File: src/sv/assert_macros.svh
// ----------------------------------------------------------------------------
// Assertion macros
// Clocked on clk, disabled while rst_n is low.
// ----------------------------------------------------------------------------
`ifndef ASSERT_MACROS_SVH
`define ASSERT_MACROS_SVH
`ifndef NO_ASSERTIONS
`define ASSERT_SAME(label, ante, cons, msg) \
    label: assert property (@(posedge clk) disable iff (!rst_n) (ante) |-> (cons)) \
        else $error(msg);
`define ASSERT_NEXT(label, ante, cons, msg) \
    label: assert property (@(posedge clk) disable iff (!rst_n) (ante) |=> (cons)) \
        else $error(msg);
`else
`define ASSERT_SAME(label, ante, cons, msg)
`define ASSERT_NEXT(label, ante, cons, msg)
`endif
`endif

File: src/sv/fdl_pkg.sv
// ----------------------------------------------------------------------------
// fdl_pkg
// Types, codes and classification functions of the fault event logger.
// ----------------------------------------------------------------------------
package fdl_pkg;

    localparam int HISTORY_DEPTH_DEF = 8;
    localparam int READ_EXT_W        = 9;

    localparam logic [31:0] DEBOUNCE_RESET = 32'd2000;

    localparam logic CMD_EVENT = 1'b0;
    localparam logic CMD_READ  = 1'b1;

    localparam logic [3:0] TOPIC_SYS_FAULT = 4'd0;
    localparam logic [3:0] TOPIC_SECURITY  = 4'd1;
    localparam logic [3:0] TOPIC_POWER     = 4'd2;
    localparam logic [3:0] TOPIC_NETWORK   = 4'd3;
    localparam logic [3:0] TOPIC_THRESHOLD = 4'd4;
    localparam logic [3:0] TOPIC_NONE      = 4'd15;

    typedef enum logic [1:0] {
        SEV_INFO,
        SEV_WARNING,
        SEV_ERROR,
        SEV_CRITICAL
    } sev_t;

    typedef enum logic [1:0] {
        DEV_BOOTING,
        DEV_NORMAL,
        DEV_DEGRADED,
        DEV_FAULT
    } dev_state_t;

    typedef struct packed {
        logic        en;
        logic [31:0] tick;
        logic [3:0]  topic;
        logic [7:0]  code;
        sev_t        sev;
    } hist_wr_t;

    typedef struct packed {
        logic       take;
        logic       read;
        logic [2:0] index;
    } hist_rd_t;

    typedef struct packed {
        logic [31:0] tick;
        logic [3:0]  topic;
        logic [7:0]  code;
        sev_t        sev;
    } hist_rec_t;

    typedef struct packed {
        logic       accepted;
        sev_t       sev;
        dev_state_t dev;
    } core_res_t;

    function automatic sev_t severity_of(logic [3:0] topic, logic [7:0] code);
        sev_t sev;
        case (topic) inside
            TOPIC_SYS_FAULT: sev = SEV_CRITICAL;
            TOPIC_SECURITY:  sev = SEV_ERROR;
            TOPIC_POWER, TOPIC_NETWORK, TOPIC_THRESHOLD:
                sev = (code != 8'd0) ? SEV_WARNING : SEV_INFO;
            default:         sev = SEV_INFO;
        endcase
        return sev;
    endfunction

    function automatic dev_state_t state_of(sev_t sev);
        dev_state_t st;
        case (sev)
            SEV_CRITICAL, SEV_ERROR: st = DEV_FAULT;
            SEV_WARNING:             st = DEV_DEGRADED;
            default:                 st = DEV_NORMAL;
        endcase
        return st;
    endfunction

endpackage

File: src/sv/fault_event_debounce_logger.sv
// ----------------------------------------------------------------------------
// fault_event_debounce_logger
// Severity classification, debounce and ring history of fault events.
// ----------------------------------------------------------------------------
// One transaction enters per clock cycle while in_ready is high. Each goes
// through an input register and then a result register that drives the
// outputs; a result that waits on out_ready holds the input register, which
// then takes a new transaction in the cycle the result leaves. The single
// memory write or read of the history and the 32-bit debounce compare sit
// between those registers. History entries carry valid bits that reset
// clears at once, so the block takes transactions right after reset.
module fault_event_debounce_logger
    import fdl_pkg::*;
#(
    parameter int HISTORY_DEPTH = HISTORY_DEPTH_DEF
)
(
    input  logic        clk,
    input  logic        rst_n,
    input  logic        cfg_valid,
    output logic        cfg_ready,
    input  logic [31:0] cfg_data,
    input  logic        in_valid,
    output logic        in_ready,
    input  logic        command,
    input  logic [3:0]  event_topic,
    input  logic [7:0]  event_code,
    input  logic [31:0] now_tick,
    input  logic [2:0]  read_index,
    output logic        out_valid,
    input  logic        out_ready,
    output logic        accepted,
    output logic [1:0]  device_state,
    output logic [1:0]  event_severity,
    output logic [31:0] record_tick,
    output logic [3:0]  record_topic,
    output logic [7:0]  record_code,
    output logic [1:0]  record_severity
);

`include "assert_macros.svh"

    logic        s1_valid_reg, s1_valid_next;
    logic        s1_command_reg;
    logic [3:0]  s1_topic_reg;
    logic [7:0]  s1_code_reg;
    logic [31:0] s1_tick_reg;
    logic [2:0]  s1_index_reg;
    logic        out_valid_reg, out_valid_next;

    logic        s2_ready;
    logic        advance;
    hist_wr_t    wr;
    hist_rd_t    rd;
    hist_rec_t   rec;
    core_res_t   res;

    always_comb
    begin
        s2_ready      = !out_valid_reg || out_ready;
        advance       = s1_valid_reg && s2_ready;
        in_ready      = !s1_valid_reg || s2_ready;
        s1_valid_next = (in_valid && in_ready) ? 1'b1 : (advance ? 1'b0 : s1_valid_reg);
        out_valid_next = advance ? 1'b1 : (out_ready ? 1'b0 : out_valid_reg);
        rd.take  = advance;
        rd.read  = s1_command_reg == CMD_READ;
        rd.index = s1_index_reg;
    end

    always_ff @(posedge clk or negedge rst_n)
    begin
        if (!rst_n)
        begin
            s1_valid_reg  <= 1'b0;
            out_valid_reg <= 1'b0;
        end
        else
        begin
            s1_valid_reg  <= s1_valid_next;
            out_valid_reg <= out_valid_next;
        end
    end

    // hold the transaction while the result side stalls
    always_ff @(posedge clk)
    begin
        if (in_valid && in_ready)
        begin
            s1_command_reg <= command;
            s1_topic_reg   <= event_topic;
            s1_code_reg    <= event_code;
            s1_tick_reg    <= now_tick;
            s1_index_reg   <= read_index;
        end
    end

    fdl_core u_core (
        .clk         (clk),
        .rst_n       (rst_n),
        .cfg_valid   (cfg_valid),
        .cfg_data    (cfg_data),
        .advance     (advance),
        .command     (s1_command_reg),
        .event_topic (s1_topic_reg),
        .event_code  (s1_code_reg),
        .now_tick    (s1_tick_reg),
        .wr          (wr),
        .res         (res)
    );

    fdl_history #(
        .HISTORY_DEPTH (HISTORY_DEPTH)
    ) u_history (
        .clk   (clk),
        .rst_n (rst_n),
        .wr    (wr),
        .rd    (rd),
        .rec   (rec)
    );

    assign cfg_ready       = 1'b1;
    assign out_valid       = out_valid_reg;
    assign accepted        = res.accepted;
    assign device_state    = res.dev;
    assign event_severity  = res.sev;
    assign record_tick     = rec.tick;
    assign record_topic    = rec.topic;
    assign record_code     = rec.code;
    assign record_severity = rec.sev;

    `ASSERT_NEXT(a_advance_gives_result, advance, out_valid, "advance did not produce a result")
    `ASSERT_SAME(a_debounce_no_record, out_valid && !accepted, (record_tick == 32'd0) && (record_topic == 4'd0) && (record_code == 8'd0), "debounced result carries a record")
    `ASSERT_SAME(a_severity_state, out_valid && accepted && (event_severity != SEV_INFO), (device_state == DEV_FAULT) || (device_state == DEV_DEGRADED), "accepted non-info event left wrong device state")

endmodule

File: src/sv/fdl_core.sv
// ----------------------------------------------------------------------------
// fdl_core
// Debounce compare, device state and result register for event transactions.
// ----------------------------------------------------------------------------
module fdl_core
    import fdl_pkg::*;
(
    input  logic        clk,
    input  logic        rst_n,
    input  logic        cfg_valid,
    input  logic [31:0] cfg_data,
    input  logic        advance,
    input  logic        command,
    input  logic [3:0]  event_topic,
    input  logic [7:0]  event_code,
    input  logic [31:0] now_tick,
    output hist_wr_t    wr,
    output core_res_t   res
);

    logic [31:0] window_reg;
    dev_state_t  dev_reg, dev_next;
    logic [3:0]  last_topic_reg, last_topic_next;
    logic [7:0]  last_code_reg, last_code_next;
    logic [31:0] last_tick_reg, last_tick_next;
    core_res_t   res_reg, res_next;

    sev_t        sev;
    logic [31:0] elapsed;
    logic        repeated;
    logic        take_event;

    always_comb
    begin
        sev        = severity_of(event_topic, event_code);
        elapsed    = now_tick - last_tick_reg;
        repeated   = (event_topic == last_topic_reg) && (event_code == last_code_reg) &&
                     (elapsed < window_reg);
        take_event = advance && (command == CMD_EVENT) && !repeated;

        dev_next        = dev_reg;
        last_topic_next = last_topic_reg;
        last_code_next  = last_code_reg;
        last_tick_next  = last_tick_reg;
        if (take_event)
        begin
            dev_next        = state_of(sev);
            last_topic_next = event_topic;
            last_code_next  = event_code;
            last_tick_next  = now_tick;
        end

        res_next = res_reg;
        if (advance)
        begin
            res_next.dev = dev_next;
            if (command == CMD_READ)
            begin
                res_next.accepted = 1'b1;
                res_next.sev      = SEV_INFO;
            end
            else
            begin
                res_next.accepted = !repeated;
                res_next.sev      = sev;
            end
        end

        wr.en    = take_event && (sev != SEV_INFO);
        wr.tick  = now_tick;
        wr.topic = event_topic;
        wr.code  = event_code;
        wr.sev   = sev;
    end

    always_ff @(posedge clk or negedge rst_n)
    begin
        if (!rst_n)
        begin
            window_reg     <= DEBOUNCE_RESET;
            dev_reg        <= DEV_BOOTING;
            last_topic_reg <= TOPIC_NONE;
            last_code_reg  <= 8'd0;
            last_tick_reg  <= 32'd0;
        end
        else
        begin
            if (cfg_valid)
            begin
                window_reg <= cfg_data;
            end
            dev_reg        <= dev_next;
            last_topic_reg <= last_topic_next;
            last_code_reg  <= last_code_next;
            last_tick_reg  <= last_tick_next;
        end
    end

    always_ff @(posedge clk)
    begin
        res_reg <= res_next;
    end

    assign res = res_reg;

endmodule

File: src/sv/fdl_history.sv
// ----------------------------------------------------------------------------
// fdl_history
// Ring history memory with per-entry valid bits and registered read record.
// ----------------------------------------------------------------------------
module fdl_history
    import fdl_pkg::*;
#(
    parameter int HISTORY_DEPTH = HISTORY_DEPTH_DEF
)
(
    input  logic      clk,
    input  logic      rst_n,
    input  hist_wr_t  wr,
    input  hist_rd_t  rd,
    output hist_rec_t rec
);

    localparam int IDX_W = $clog2(HISTORY_DEPTH);

    hist_rec_t                mem [HISTORY_DEPTH];
    logic [HISTORY_DEPTH-1:0] valid_reg;
    logic [IDX_W-1:0]         slot_reg, slot_next;
    hist_rec_t                data_reg;
    logic                     hit_reg;

    logic [READ_EXT_W-1:0]    rd_ext;
    logic                     rd_in_range;
    logic [IDX_W-1:0]         rd_addr;

    always_comb
    begin
        rd_ext      = READ_EXT_W'(rd.index);
        rd_in_range = rd_ext < READ_EXT_W'(HISTORY_DEPTH);
        rd_addr     = rd_ext[IDX_W-1:0];
        slot_next   = slot_reg;
        if (wr.en)
        begin
            slot_next = (slot_reg == IDX_W'(HISTORY_DEPTH - 1)) ? '0 : slot_reg + 1'b1;
        end
    end

    always_ff @(posedge clk or negedge rst_n)
    begin
        if (!rst_n)
        begin
            valid_reg <= '0;
            slot_reg  <= '0;
            hit_reg   <= 1'b0;
        end
        else
        begin
            slot_reg <= slot_next;
            if (wr.en)
            begin
                valid_reg[slot_reg] <= 1'b1;
            end
            if (rd.take)
            begin
                hit_reg <= rd.read && rd_in_range && valid_reg[rd_addr];
            end
        end
    end

    always_ff @(posedge clk)
    begin
        if (wr.en)
        begin
            mem[slot_reg] <= '{tick: wr.tick, topic: wr.topic, code: wr.code, sev: wr.sev};
        end
        if (rd.take && rd.read && rd_in_range)
        begin
            data_reg <= mem[rd_addr];
        end
    end

    assign rec = hit_reg ? data_reg : '0;

endmodule

File: config.mk
export PLATFORM = sky130hd
export DESIGN_NAME = fault_event_debounce_logger
export DESIGN_NICKNAME = d
export VERILOG_FILES = /design/src/sv/fdl_pkg.sv /design/src/sv/fault_event_debounce_logger.sv /design/src/sv/fdl_core.sv /design/src/sv/fdl_history.sv
export VERILOG_INCLUDE_DIRS = /design/src /design/src/sv
export SDC_FILE = /design/constraint.sdc
export NUM_CORES = 1
export LEC_CHECK = 0
export ABC_AREA = 1
export BUFFER_PORTS_ARGS = -buffer_cell sky130_fd_sc_hd__buf_2
export CORE_MARGIN = 2
export CORE_UTILIZATION = 35
export DETAILED_ROUTE_END_ITERATION = 6
export SKIP_CTS_REPAIR_TIMING = 1
export SLEW_MARGIN = 30
export SYNTH_ARGS = -nofsm -noshare
export SYNTH_HDL_FRONTEND = slang
export SYNTH_SLANG_ARGS = --single-unit
File: constraint.sdc
create_clock -name clk -period 7.45 [get_ports clk]
set_input_delay 1.1175 -clock clk [delete_from_list [all_inputs] [get_ports clk]]
set_output_delay 1.1175 -clock clk [all_outputs]
set_load 0.02 [all_outputs]
==> out/metrics.csv, run 1 <==
stage,metric,value,unit
logic_synthesis,ys_ff_latch,559,
timing,whs,0.461,ns
placed_design,port_buffers,137,
timing,setup_violations,0,
timing,fin_crit_sh,75.0,%
logic_synthesis,ys_warn_count,0,
placed_design,postPlaceCellArea,25700,um^2
global_route,track_usage,17.2,%
global_route,grt_pass1_wl,93900,um
layout,drive_gt1_share,11.8,%
timing,finClkSkew,0.0199,ns
power_and_ir_drop,ir_drop,0.192,mV
floorplan,core_area,68500,um^2
drt,routed_via_density,5.07,
logic_synthesis,synthesis.nets,2356,
critical_path,path_max_fanout,44,
logic_synthesis,avgSynthCellArea,11.0,um^2
cts,root_buffer,clkbuf_16,
timing,slew_headroom,35.9,%
logic_synthesis,synth_mux_area_share,0.0466,%
layout,largest_register_ffs,368,
critical_path,critPathRequiredTime,7.75,ns
global_route,grt_overflow,0,
hold_path,min_path_type,flip-flop to flip-flop,
power_and_ir_drop,power_leakage,0.0109,uW
drt,wl,61700,um
critical_path,worstPathArrival,5.89,ns
drt,drc,0,
cts,cts_max_path_buffers,3,
power_and_ir_drop,finalPower,8370,uW
timing,tightest_slew,0.961,ns
logic_synthesis,synthesis.area,24200,um^2
timing,drv_slew,0,
logic_synthesis,synth_top_family_by_area,simple AND/OR/NAND/NOR gates,
floorplan,die_x,267,um
logic_synthesis,synth-adder-area-share,3.39,%
logic_synthesis,ys_seq_area_share,67.6,%
critical_path,cp-start-kind,flip-flop,
critical_path,critPathKind,flip-flop to flip-flop,
power_and_ir_drop,p_per_area,302,nW/um^2
drt,dr.pass1.iters,5,
cts,insertion_delay,0.62,ns
floorplan,initial_core_util,35.3,%
cts,clock_sinks,559,
cts,numCtsBuffers,57,
logic_synthesis,postSynthCellCount,2206,
global_route,antenna_found_initial,4,
floorplan,pin_count,139,
drt,drt-initial-drc-count,1291,
layout,final_cell_mix,"467 x edfxtp_1, 385 x nor2_1, 332 x nand2_1",
run_status,outcome,completed,
floorplan,rows,96,
floorplan,dieArea,71200,um^2
timing,finalHoldViolations,0,
logic_synthesis,synth_xor_xnor_area_share,0.869,%
cts,cts_tree,built,
logic_synthesis,synth-compound-area-share,9.65,%
global_route,grt_pass1_vias,16400,
drt,avgRoutedWirePerCell,18.9,um
layout,final_common_cell,edfxtp_1,
timing,fmax,0.179,GHz
logic_synthesis,synth_area_leader_cell,edfxtp_1,
timing,rsz0062_at_grt,no,
logic_synthesis,synth_area_leaders,"edfxtp_1 58%, dfrtp_1 8.5%, nor2_1 6.0%, o21ai_0 5.4%, nand2_1 5.2%",
logic_synthesis,synth.distinct_cells,37,
cts,htree_levels,2,
floorplan,fp.dieH,267,um
timing,period_needed,5.59,ns
critical_path,end_kind,flip-flop,
layout,finalInstanceArea,27700,um^2
placed_design,gp_congestion,0.884,
logic_synthesis,synth_top_area_share,58.0,%
layout,syn_to_final_growth,14.4,%
job,cap_violations,0,
global_route,grt_start_max_net_pins,190,
placed_design,post-dp-hpwl,38500,um
timing,timing.setup.tns,0,ns
logic_synthesis,synthSimpleGateAreaFrac,13.6,%
drt,vias,16500,
cts,clk_pin_slew,0.06,ns
layout,nNetsFinal,2472,
drt,antenna_left,0,
-- cell usage after synthesis (all sizes together) --
| master | instances |
|---|---|
| buf | 37 |
| clkbuf | 62 |
| edfxtp | 467 |
| a21oi | 60 |
| or2 | 1 |
| o22ai | 46 |
| ha | 64 |
| a32o | 1 |
| dfrtp | 82 |
| a21o | 6 |
| o21bai | 3 |
| nand2 | 334 |
| inv | 200 |
| nor4 | 3 |
| o21a | 2 |
| o2111ai | 1 |
| xnor2 | 4 |
| fa | 1 |
| nand3 | 56 |
| nor3 | 18 |
| mux2 | 1 |
| nand3b | 4 |
| o21ai | 264 |
| o211ai | 2 |
| conb | 1 |
| nand4 | 20 |
| nor2 | 388 |
| xor2 | 20 |
| dfstp | 10 |
| a31oi | 48 |
-- through the flow --
stage	cells	worst slack, ns	util, %
CTS	3252	1.89	40.4
floorplan	2206	2.99	-
finish	3255	1.86	40.4
global placement	3144	2.05	37.5
detailed placement	3144	1.92	37.6
global route	3253	1.43	40.4
-- worst max-delay path, stage by stage, from the launching register on --
cell      delay, ns
edfxtp_1       0.50
inv_1          0.19
ha_1           0.24
inv_1          0.09
fa_1           0.43
nand2_1        0.08
nand2_1        0.05
o21ai_0        0.19
inv_1          0.16
nand3_1        0.10
nand3_1        0.19
nand2_1        0.19
nand3_1        0.09
nand2_1        0.07
inv_1          0.05
ha_1           0.27
nand2_1        0.05
nor2_1         0.12
nand4_1        0.13
a21oi_1        0.18
nor2_2         0.09
nand2_4        0.40
nand4_1        0.22
inv_2          0.76
buf_4          0.41
-- report_power, final --
group          leakage [uW]  switching, uW  internal (uW)
Combinational       0.00465           1090            552
Clock              0.000950           1230           1700
Sequential          0.00533            175           3620
Total                0.0109           2490           5870
-- per-layer routing --
metal | GRT usage (%) | part of all wire (%)
met5 | 0 | 0
met4 | 4.74 | 2.0
met3 | 2.89 | 6.6
met2 | 27.9 | 46
met1 | 23.7 | 45
-- layout make-up --
| cell class | instances | area, um^2 |
|---|---|---|
| Fill cell | 6578 | 40800 |
| Sequential cell | 559 | 16300 |
| Multi-Input combinational cell | 1348 | 6670 |
| Clock buffer | 76 | 1570 |
| Tap cell | 882 | 1100 |
| Timing Repair Buffer | 156 | 863 |
| Inverter | 200 | 756 |
| Clock inverter | 32 | 362 |
| Antenna cell | 2 | 5.00 |
-- kinds of logic after synthesis --
group,after synthesis
AND/OR/NAND/NOR,824
AO/OA/AOI/OAI,433
multiplexers,1
other,1
buffers and inverters,299
adder cells (fa/ha/maj),65
XOR/XNOR,24
flip-flops,559
-- path summary, 6_finish.rpt --
path | start | end | slack (ns) | cells after the start
min reg2reg | u_history.valid_reg[6]$_DFFE_PN0P_ | u_history.valid_reg[6]$_DFFE_PN0P_ | 0.46 | 2
min in group asynchronous | rst_n | u_core.window_reg[27]$_DFFE_PN0P_ | 0.47 | 1
max reg2reg | s1_tick_reg[0]$_DFFE_PP_ | u_history.mem[3][10]$_DFFE_PP_ | 1.86 | 24
max | s1_tick_reg[0]$_DFFE_PP_ | u_history.mem[3][10]$_DFFE_PP_ | 1.86 | 24
min | u_history.valid_reg[6]$_DFFE_PN0P_ | u_history.valid_reg[6]$_DFFE_PN0P_ | 0.46 | 2
max in group asynchronous | rst_n | u_history.hit_reg$_DFFE_PN0P_ | 5.70 | 2
Note: power is estimated with default switching activity, not from simulation.
==> run 2: changes to the inputs <==
==> constraint.sdc (replaced) <==
create_clock -name clk -period 5.1 [get_ports clk]
set_input_delay 0.765 -clock clk [delete_from_list [all_inputs] [get_ports clk]]
set_output_delay 0.765 -clock clk [all_outputs]
set_load 0.02 [all_outputs]
==> run 2 against run 1 <==
Effect of this change:
- wire length is essentially flat
- first-iteration DRC count grew 7.4%
- total power grew 44%
- critical endpoint is now u_history.mem[3][2]$_DFFE_PP_
- largest power group unchanged
- non-clock buffer count grew 24
- highest routed layer unchanged
==> out/metrics.csv, run 2 (synthesized netlist as in run 1, its figures left out) <==
stage,metric,value,unit,change
critical_path,cp_slowest_stage_delay,0.50,ns,-0.26 ns
power_and_ir_drop,p_comb_share,20.2,%,+0.6 points
floorplan,die_x,267,um,unchanged
floorplan,pin_count,139,,unchanged
drt,avgRoutedWirePerCell,18.8,um,-0.75%
critical_path,cp-startpoint,s1_tick_reg[0]$_DFFE_PP_,,
floorplan,rows,96,,unchanged
power_and_ir_drop,p_per_area,432,nW/um^2,+43%
layout,final_common_cell,edfxtp_1,,
cts,numCtsBuffers,58,,+1.8%
global_route,grt_pass1_wl,93800,um,about the same
critical_path,cp-start-kind,flip-flop,,
drt,drt-initial-drc-count,1386,,+7.4%
job,cap_violations,0,,unchanged
power_and_ir_drop,seq_power_share,45.8,%,+0.4 points
power_and_ir_drop,ir_drop,0.276,mV,+44%
drt,wl,61600,um,about the same
timing,drv_slew,0,,unchanged
power_and_ir_drop,p_sw,3620,uW,+45%
drt,routed_via_density,5.03,,-0.71%
placed_design,gp_congestion,0.869,,-1.7%
critical_path,path_max_fanout,30,,-32%
hold_path,min_path_type,input port to async pin,,
power_and_ir_drop,power_frac_clock,34.0,%,-1.0 points
drt,dr.pass1.iters,5,,unchanged
cts,clock_sinks,559,,unchanged
timing,fmax,0.219,GHz,+22%
drt,drc,0,,unchanged
floorplan,initial_core_util,35.3,%,unchanged
drt,vias,16500,,+0.024%
power_and_ir_drop,p_int,8440,uW,+44%
timing,setup_violations,0,,unchanged
timing,slew_headroom,35.3,%,-0.52 points
timing,finalHoldViolations,0,,unchanged
global_route,track_usage,17.3,%,+0.10 points
power_and_ir_drop,power_leakage,0.0110,uW,+0.79%
floorplan,fp.dieH,267,um,unchanged
layout,fill_cells,6605,,+0.41%
timing,timing.setup.tns,0,ns,unchanged
critical_path,reg2reg_from,s1_tick_reg[0]$_DFFE_PP_,,
layout,syn_to_final_growth,15.3,%,
placed_design,dp_cells,3169,,+0.80%
global_route,grt_start_max_net_pins,189,,-0.53%
timing,setup_ws,0.526,ns,-1.34 ns
layout,final_cell_mix,"467 x edfxtp_1, 385 x nor2_1, 332 x nand2_1",,
cts,root_buffer,clkbuf_16,,
cts,clk_pin_slew,0.07,ns,about the same
global_route,antenna_found_initial,1,,-3
drt,antenna_left,0,,unchanged
critical_path,critPathKind,flip-flop to flip-flop,,
global_route,grt_overflow,0,,unchanged
cts,cts_tree,built,,
critical_path,end_kind,flip-flop,,
critical_path,slowest_stage,edfxtp_1,,
placed_design,preCtsSetupSlack,0.521,ns,-1.40 ns
timing,rsz0062_at_grt,no,,
floorplan,dieArea,71200,um^2,unchanged
critical_path,cp_num_buf_inv,6,,unchanged
timing,fin_crit_sh,89.7,%,+15 points
floorplan,core_area,68500,um^2,unchanged
critical_path,crit_chain,inv_1 -> ha_1 -> inv_1 -> fa_1 -> nand2_1 -> nand2_1 -> o21ai_0 -> inv_1 -> nand3_1 -> nand3_1 -> nand2_1 -> nand3_1 -> nand2_1 -> inv_1 -> ha_1 -> nand2_1 -> nor2_1 -> nand4_1 -> a21oi_1 -> nor2_2 -> nand2_4 -> nand4_1 -> inv_2 -> buf_12,,
critical_path,cp_top_family,simple AND/OR/NAND/NOR gates,,
layout,drive_gt1_share,12.5,%,+0.67 points
layout,finalNonFillerCells,3279,,+0.74%
run_status,outcome,completed,,
timing,tightest_slew,0.968,ns,+0.00689 ns
placed_design,port_buffers,137,,unchanged
critical_path,cp_common_cell,nand2_1,,
critical_path,worstPathArrival,4.88,ns,-1.01 ns
layout,largest_register_ffs,368,,unchanged
global_route,grt_pass1_vias,16400,,+0.12%
timing,finClkSkew,0.0152,ns,-0.00465 ns
critical_path,critPathRequiredTime,5.41,ns,-2.34 ns
cts,cts_max_path_buffers,3,,unchanged
placed_design,post-dp-hpwl,39800,um,+3.3%
power_and_ir_drop,sw_frac_of_total,30.0,%,+0.20 points
timing,period_needed,4.57,ns,-1.01 ns
cts,insertion_delay,0.63,ns,about the same
layout,nNetsFinal,2497,,+1.0%
cts,htree_levels,2,,unchanged
## run 2: area by class of cell
type                            count  area, um^2  share of cell area, %
Tap cell                          882        1100                   3.96
Clock buffer                       81        1590                   5.69
Multi-Input combinational cell   1348        6670                   23.9
Inverter                          200         756                   2.71
Timing Repair Buffer              180        1170                   4.21
Clock inverter                     28         249                  0.893
Antenna cell                        1        2.50                0.00897
Sequential cell                   559       16300                   58.6
## run 2: power groups by stage
stage | combinational, uW | sequential, uW | clock (uW)
floorplan | 1690 | 5520 | 0
global placement | 2390 | 5600 | 0
detailed placement | 2430 | 5610 | 0
CTS | 2450 | 5520 | 4200
global route | 2780 | 5560 | 4370
finish | 2430 | 5520 | 4100
## run 2: worst reg2reg max path: stages, from the launching register on
cell      delay, ns
edfxtp_1       0.50
inv_1          0.17
ha_1           0.22
inv_1          0.08
fa_1           0.43
nand2_1        0.08
nand2_1        0.05
o21ai_0        0.17
inv_1          0.11
nand3_1        0.09
nand3_1        0.17
nand2_1        0.14
nand3_1        0.08
nand2_1        0.07
inv_1          0.04
ha_1           0.27
nand2_1        0.05
nor2_1         0.12
nand4_1        0.13
a21oi_1        0.17
nor2_2         0.08
nand2_4        0.28
nand4_1        0.22
inv_2          0.23
buf_12         0.27
## run 2: path summary, 6_finish.rpt
path                                                        end  slack (ns)  cells after the start
setup / recovery                  u_history.mem[3][2]$_DFFE_PP_        0.53                     24
hold / removal                u_core.window_reg[24]$_DFFE_PN0P_        0.26                      1
setup reg to reg                  u_history.mem[3][2]$_DFFE_PP_        0.53                     24
hold reg to reg              u_history.valid_reg[5]$_DFFE_PN0P_        0.46                      2
max in group asynchronous  u_core.last_topic_reg[3]$_DFFE_PN1N_        3.86                      2
min in group clk                       s1_tick_reg[5]$_DFFE_PP_        0.31                      1
## run 2: routing by layer
layer	GRT usage, %	vias up	wire length (um)
met2	28.6	516	29100
li1	-	7888	-
met3	3.34	105	4170
met4	5.03	0	1530
met1	23.0	7995	26800
met5	0	-	0
## run 2: stage by stage
stage               util [%]  instance area, um^2  hold slack, ns  total power, uW
global placement        38.0                26000           0.440             7990
floorplan                  -                24200           0.423             7210
detailed placement      38.0                26000           0.440             8050
global route            40.7                27900           0.283            12700
CTS                     40.7                27900           0.257            12200
finish                  40.7                27900           0.262            12100
